===== config.mk =====
export PLATFORM = sky130hd
export DESIGN_NAME = stable_priority_mailbox_top
export DESIGN_NICKNAME = d
export VERILOG_FILES = /design/src/design/spm_pkg.sv /design/src/design/spm_cell.sv /design/src/design/stable_priority_mailbox_top.sv
export SDC_FILE = /design/constraint.sdc
export NUM_CORES = 2
export LEC_CHECK = 0
export BUFFER_PORTS_ARGS = -buffer_cell sky130_fd_sc_hd__buf_2
export CORE_MARGIN = 2
export CORE_UTILIZATION = 30
export CTS_CLUSTER_DIAMETER = 30
export CTS_CLUSTER_SIZE = 8
export DETAILED_ROUTE_END_ITERATION = 8
export PLACE_DENSITY_LB_ADDON = 0.1
export SETUP_SLACK_MARGIN = 0.1
export SLEW_MARGIN = 10
export SYNTH_ARGS = -nofsm -noshare
export SYNTH_HDL_FRONTEND = slang
export SYNTH_SLANG_ARGS = --single-unit

===== constraint.sdc =====
create_clock -name i_clk -period 11.9 [get_ports i_clk]
set_input_delay 1.785 -clock i_clk [delete_from_list [all_inputs] [get_ports i_clk]]
set_output_delay 1.785 -clock i_clk [all_outputs]
set_load 0.005 [all_outputs]

===== src/design/spm_pkg.sv =====
// Shared types and codes for the stable priority mailbox.
`timescale 1ns / 1ps
`default_nettype none
package spm_pkg;

    localparam int DEPTH_DEFAULT      = 16;
    localparam int PRIO_WIDTH_DEFAULT = 8;
    localparam int OCC_W              = 5;
    localparam int REQ_PRIO_W         = 8;
    localparam int DATA_W             = 32;

    // Request codes.
    localparam logic [1:0] REQ_INSERT = 2'd0;
    localparam logic [1:0] REQ_POP    = 2'd1;
    localparam logic [1:0] REQ_CLEAR  = 2'd2;

    // Status codes.
    localparam logic [1:0] ST_OK    = 2'd0;
    localparam logic [1:0] ST_EMPTY = 2'd1;
    localparam logic [1:0] ST_FULL  = 2'd2;

    typedef struct packed {
        logic [1:0]               req_type;
        logic [REQ_PRIO_W-1:0]    priority_req;
        logic signed [DATA_W-1:0] payload;
    } t_req;

    typedef struct packed {
        logic [1:0]               status;
        logic signed [DATA_W-1:0] popped_payload;
        logic [OCC_W-1:0]         occupancy;
    } t_rsp;

    // Per-cycle command broadcast to every cell.
    typedef struct packed {
        logic ins;
        logic pop;
    } t_cell_ctl;

endpackage
`default_nettype wire


===== src/design/spm_cell.sv =====
// One storage cell of the sorted chain: holds one entry, shifts left or right.
`timescale 1ns / 1ps
`default_nettype none
module spm_cell
    import spm_pkg::*;
#(
    parameter int PRIO_WIDTH = PRIO_WIDTH_DEFAULT
) (
    input  wire logic                    i_clk,
    input  wire t_cell_ctl               i_ctl,
    input  wire logic                    i_occupied,
    input  wire logic [PRIO_WIDTH-1:0]   i_new_prio,
    input  wire logic [DATA_W-1:0]       i_new_data,
    input  wire logic                    i_left_keep,
    input  wire logic [PRIO_WIDTH-1:0]   i_left_prio,
    input  wire logic [DATA_W-1:0]       i_left_data,
    input  wire logic [PRIO_WIDTH-1:0]   i_right_prio,
    input  wire logic [DATA_W-1:0]       i_right_data,
    output logic                         o_keep,
    output logic [PRIO_WIDTH-1:0]        o_prio,
    output logic [DATA_W-1:0]            o_data
);

    logic [PRIO_WIDTH-1:0] r_prio, n_prio;
    logic [DATA_W-1:0]     r_data, n_data;

    // An occupied entry with a number lower or equal stays ahead of the new one.
    assign o_keep = i_occupied && (r_prio <= i_new_prio);

    always_comb begin
        n_prio = r_prio;
        n_data = r_data;
        if (i_ctl.ins && !o_keep) begin
            if (i_left_keep) begin
                n_prio = i_new_prio;
                n_data = i_new_data;
            end else begin
                n_prio = i_left_prio;
                n_data = i_left_data;
            end
        end else if (i_ctl.pop) begin
            n_prio = i_right_prio;
            n_data = i_right_data;
        end
    end

    always_ff @(posedge i_clk) begin
        r_prio <= n_prio;
        r_data <= n_data;
    end

    assign o_prio = r_prio;
    assign o_data = r_data;

endmodule
`default_nettype wire


===== src/design/stable_priority_mailbox_top.sv =====
// Top level of the stable priority mailbox: request decode, entry count and cell chain.
`timescale 1ns / 1ps
`default_nettype none
// The mailbox keeps up to DEPTH entries sorted by ascending priority number,
// first-in first-out among equal numbers, in a row of cells that each compare
// their own entry against the incoming priority and shift together. Every
// request (insert, pop, clear) produces one response word in the output
// register on the following cycle. A new request word is taken whenever the
// output register is empty or its word is being taken in the same cycle, so
// with a ready consumer one request is served per clock.
// Nothing needs clearing after reset; the store is usable at once.
module stable_priority_mailbox_top
    import spm_pkg::*;
#(
    parameter int DEPTH      = DEPTH_DEFAULT,
    parameter int PRIO_WIDTH = PRIO_WIDTH_DEFAULT
) (
    input  wire logic i_clk,
    input  wire logic i_rst_n,
    input  wire logic i_in_valid,
    output logic      o_in_ready,
    input  wire t_req i_in_word,
    output logic      o_out_valid,
    input  wire logic i_out_ready,
    output t_rsp      o_out_word
);

    localparam int CW = $clog2(DEPTH + 1);

    logic [CW-1:0] r_count, n_count;
    logic          r_out_valid;
    t_rsp          r_out, n_out;
    t_cell_ctl     w_ctl;
    logic          w_acc, w_full, w_empty;

    logic [PRIO_WIDTH-1:0]            w_new_prio;
    logic [PRIO_WIDTH+REQ_PRIO_W-1:0] w_prio_ext;
    logic [CW+OCC_W-1:0]              w_occ_ext;

    logic [PRIO_WIDTH-1:0] w_prio [DEPTH];
    logic [DATA_W-1:0]     w_data [DEPTH];
    logic                  w_keep [DEPTH];

    assign o_in_ready = !r_out_valid || i_out_ready;
    assign w_acc      = i_in_valid && o_in_ready;
    assign w_full     = (r_count == CW'(DEPTH));
    assign w_empty    = (r_count == '0);

    // Priority is kept in PRIO_WIDTH bits: zero-extend, then take the low part.
    assign w_prio_ext = {{PRIO_WIDTH{1'b0}}, i_in_word.priority_req};
    assign w_new_prio = w_prio_ext[PRIO_WIDTH-1:0];

    always_comb begin
        w_ctl                = '0;
        n_count              = r_count;
        n_out.status         = ST_OK;
        n_out.popped_payload = '0;
        unique case (i_in_word.req_type)
            REQ_INSERT: begin
                if (w_full) begin
                    n_out.status = ST_FULL;
                end else begin
                    w_ctl.ins = w_acc;
                    n_count   = r_count + CW'(1);
                end
            end
            REQ_POP: begin
                if (w_empty) begin
                    n_out.status = ST_EMPTY;
                end else begin
                    w_ctl.pop            = w_acc;
                    n_out.popped_payload = w_data[0];
                    n_count              = r_count - CW'(1);
                end
            end
            REQ_CLEAR: begin
                n_count = '0;
            end
            default: begin
            end
        endcase
        w_occ_ext       = {{OCC_W{1'b0}}, n_count};
        n_out.occupancy = w_occ_ext[OCC_W-1:0];
    end

    for (genvar g = 0; g < DEPTH; g++) begin : g_cell
        logic                  w_left_keep;
        logic [PRIO_WIDTH-1:0] w_left_prio, w_right_prio;
        logic [DATA_W-1:0]     w_left_data, w_right_data;

        if (g == 0) begin : g_head
            // The head has nothing ahead of it; a new entry lands here first.
            assign w_left_keep = 1'b1;
            assign w_left_prio = w_new_prio;
            assign w_left_data = i_in_word.payload;
        end else begin : g_body
            assign w_left_keep = w_keep[g-1];
            assign w_left_prio = w_prio[g-1];
            assign w_left_data = w_data[g-1];
        end

        if (g == DEPTH - 1) begin : g_tail
            assign w_right_prio = w_prio[g];
            assign w_right_data = w_data[g];
        end else begin : g_inner
            assign w_right_prio = w_prio[g+1];
            assign w_right_data = w_data[g+1];
        end

        spm_cell #(
            .PRIO_WIDTH(PRIO_WIDTH)
        ) u_cell (
            .i_clk       (i_clk),
            .i_ctl       (w_ctl),
            .i_occupied  (CW'(g) < r_count),
            .i_new_prio  (w_new_prio),
            .i_new_data  (i_in_word.payload),
            .i_left_keep (w_left_keep),
            .i_left_prio (w_left_prio),
            .i_left_data (w_left_data),
            .i_right_prio(w_right_prio),
            .i_right_data(w_right_data),
            .o_keep      (w_keep[g]),
            .o_prio      (w_prio[g]),
            .o_data      (w_data[g])
        );
    end

    always_ff @(posedge i_clk) begin
        if (!i_rst_n) begin
            r_count     <= '0;
            r_out_valid <= 1'b0;
        end else begin
            if (w_acc) begin
                r_count <= n_count;
            end
            if (w_acc) begin
                r_out_valid <= 1'b1;
            end else if (i_out_ready) begin
                r_out_valid <= 1'b0;
            end
        end
    end

    always_ff @(posedge i_clk) begin
        if (w_acc) begin
            r_out <= n_out;
        end
    end

    assign o_out_valid = r_out_valid;
    assign o_out_word  = r_out;

`ifndef SYNTHESIS
    a_count_bound: assert property (@(posedge i_clk) disable iff (!i_rst_n)
        r_count <= CW'(DEPTH))
        else $error("entry count exceeds depth");

    a_insert_grows: assert property (@(posedge i_clk) disable iff (!i_rst_n)
        w_acc && (i_in_word.req_type == REQ_INSERT) && !w_full
        |=> r_count == $past(r_count) + CW'(1))
        else $error("insert did not grow the store");

    a_clear_empties: assert property (@(posedge i_clk) disable iff (!i_rst_n)
        w_acc && (i_in_word.req_type == REQ_CLEAR) |=> r_count == '0)
        else $error("clear left entries behind");

    a_empty_zero: assert property (@(posedge i_clk) disable iff (!i_rst_n)
        r_out_valid && (r_out.status == ST_EMPTY) |-> r_out.popped_payload == '0)
        else $error("empty pop returned data");

    a_pop_shrinks: assert property (@(posedge i_clk) disable iff (!i_rst_n)
        w_acc && (i_in_word.req_type == REQ_POP) && !w_empty
        |=> r_count == $past(r_count) - CW'(1))
        else $error("pop did not shrink the store");
`endif

endmodule
`default_nettype wire


==> out/results.ini <==
[outcome]
status = finished, final reports clean

[logic_synthesis]
syn_avg_cell_area_um2 = 11.21
synth_area_um2 = 37030
syn_nets = 3481
ys_ff_latch = 685
yosys_warnings = 0
synth.area.top_cells = edfxtp_1, mux2i_1, nand2_1
async_flop_share_pct = 0
ys_types = 66
yosys_most_used_dff = edfxtp_1
synth_top_cell_by_area = edfxtp_1
synth_edf_count = 679
synth_top_cell_area_share_pct = 55.06
synthCells = 3303
synth_seq_area_share_pct = 55.38

[setup_path]
crit_family = buffers and inverters
critPathBufInv = 4
path_max_fanout = 81
critPathMaxStageDelay_ns = 0.94
cp_cell_sequence = buf_2 -> inv_1 -> buf_4 -> ha_1 -> nor2b_1 -> o211ai_1 -> a211oi_1 -> o31ai_4 -> buf_4 -> nand2_2
r2r_setup_slack_ns = 7.67
end_kind = flop
required_ns = 12.11
cp_slowest_cell = nand2_2
path_common_cell = buf_4
cp-start-kind = input pin
crit_arrival_ns = 5.36
worstSetupPathType = input pin to flop

[sta]
finalCritPeriodShare_pct = 43.23
tightest_slew_ns = 1.218
min_period_ns = 5.144
relSlewSlack_pct = 18.52
final_max_slew_viol_count = 0
setup-tns-final_ns = 0
skew_ns = 0.05153
finalSetupViolations = 0
timing.hold.ws_ns = 0.5470
grt_setup_unrepaired = false
fmax_ghz = 0.1944
hold_viol = 0

[route]
finalWirelength_mm = 123.2
via_per_inst = 5.176
drtIter0Drc = 1683
vias = 26800
remaining_drc_errors = 0
post_drt_wl_per_cell_um = 23.80
drt-pass1-iter-count = 5
antenna_left = 0

[floorplanning]
dieArea_um2 = 126300
num_io_pins = 87
start_util_pct = 30.30
coreArea_um2 = 122200
die_w_um = 355.3
rows = 128
die_height_um = 355.3

[clock_tree]
clk_pin_slew_ns = 0.04
htreeDepth = 4
clock_latency_ns = 0.78
postCtsHoldBufs = 0
cts_tree = done
postCtsSetupBuffers = 0
cts-root-buf = clkbuf_16
cts_made_buffers = 193
cts_buffer_depth = 3
cts_sinks = 685
cts_resized = 0

[place]
hpwlAfterDp_mm = 81.99
place_area_um2 = 39030
gp_congestion = 0.8250
port_buffers = 86

[finish]
diodes = 0
drive_gt1_share_pct = 16.67
final_common_cell = edfxtp_1
multi_input_area_um2 = 15540
n_fill_cell = 11960
syn_to_final_growth_pct = 23.39
ff_latch_area_um2 = 20510
nNetsFinal = 3567
final_util_pct = 37.39
design_area_um2 = 45700
layout_common_cells = edfxtp_1, nand2_1, mux2i_1

[power_and_ir_drop]
peakVddDrop_v = 0.0001426
power.density_nw_per_um2 = 195.5
power_w = 0.008932
power.leakage_nw = 16.19

[global_routing]
grt_overflow = 0
grt_pass1_vias = 29120
grt_max_degree = 82
track_usage_pct = 19.33
grt_first_pass_wirelength_mm = 184.4
antenna_found_initial = 3

[job]
drv_cap = 0

[min_path]
hold_class = flop to flop

-- final cells by class --
cell class | count | share of cell area, %
clock buffer | 227 | 10.96
multi-input combinational | 2337 | 34.00
tap | 1625 | 4.449
timing repair buffer | 138 | 1.796
sequential | 685 | 44.88
inverter | 34 | 0.2793
clock inverter | 131 | 3.625
-- stage by stage --
stage                     std cells  setup slack [ns]
after floorplan                3303             5.141
after global placement         4819             6.009
after detailed placement       4819             6.012
after CTS                      5177             6.808
after global routing           5177             6.519
final                          5177             6.756
-- worst register-to-register path: cells and delay by family, from the launching register on --
kind                       cells  cell delay (ns)
DFF                            1             0.65
buffers and inverters          2             0.59
and+or+nand+nor                3             2.09
adders and majority gates      1             0.26
AOI/OAI and AO/OA              2             0.24
-- routing by layer --
metal	vias up	GRT usage, %	part of all wire, %
li1	12410	-	-
met1	13580	23.38	42
met2	571	34.57	51
met3	236	3.010	3.6
met4	0	7.000	2.9
met5	-	0	0
-- logic make-up after synthesis --
family	count (synthesis)	share of synthesized area, %
buffers and inverters	281	3.450
adder cells (fa/ha/maj)	132	4.460
AND/OR/NAND/NOR	915	10.20
multiplexers	546	14.98
flip-flops	685	55.38
AO/OA/AOI/OAI	744	11.52
-- power breakdown --
group	internal (W)	switching [W]
sequential	0.00284	0.0000990
combinational	0.000237	0.000467
clock	0.00370	0.00158
total	0.00678	0.00215
-- cell usage after synthesis (13+ instances only) --
cell,number
buf_6,13
nand2_1,525
o21ai_0,306
mux2_2,65
buf_2,69
edfxtp_1,679
o211ai_1,14
o21ai_1,55
clkbuf_1,150
nand4_1,27
nor2b_1,13
ha_1,132
inv_1,33
a31oi_1,82
a21oi_2,44
mux2i_1,479
a21oi_1,177
nor2_1,266
and2_1,36
-- registers in the layout, summed over array words and instances (netlist names) --
register / count
g_cell.u_cell.o_data: 512
o_out_word: 39
g_cell.u_cell.o_prio: 128
o_out_valid: 1
r_count: 5
-- final timing paths --
check / from / end / cells past startpoint
setup / recovery: i_in_word[33] / g_cell[2].u_cell.o_data[14] / 10
hold / removal: g_cell[14].u_cell.o_data[26] / g_cell[13].u_cell.o_data[26] / 2
setup reg to reg: r_count[1] / g_cell[2].u_cell.o_data[14] / 8
hold reg to reg: g_cell[14].u_cell.o_data[26] / g_cell[13].u_cell.o_data[26] / 2
Power figures use the tool's default switching activity.
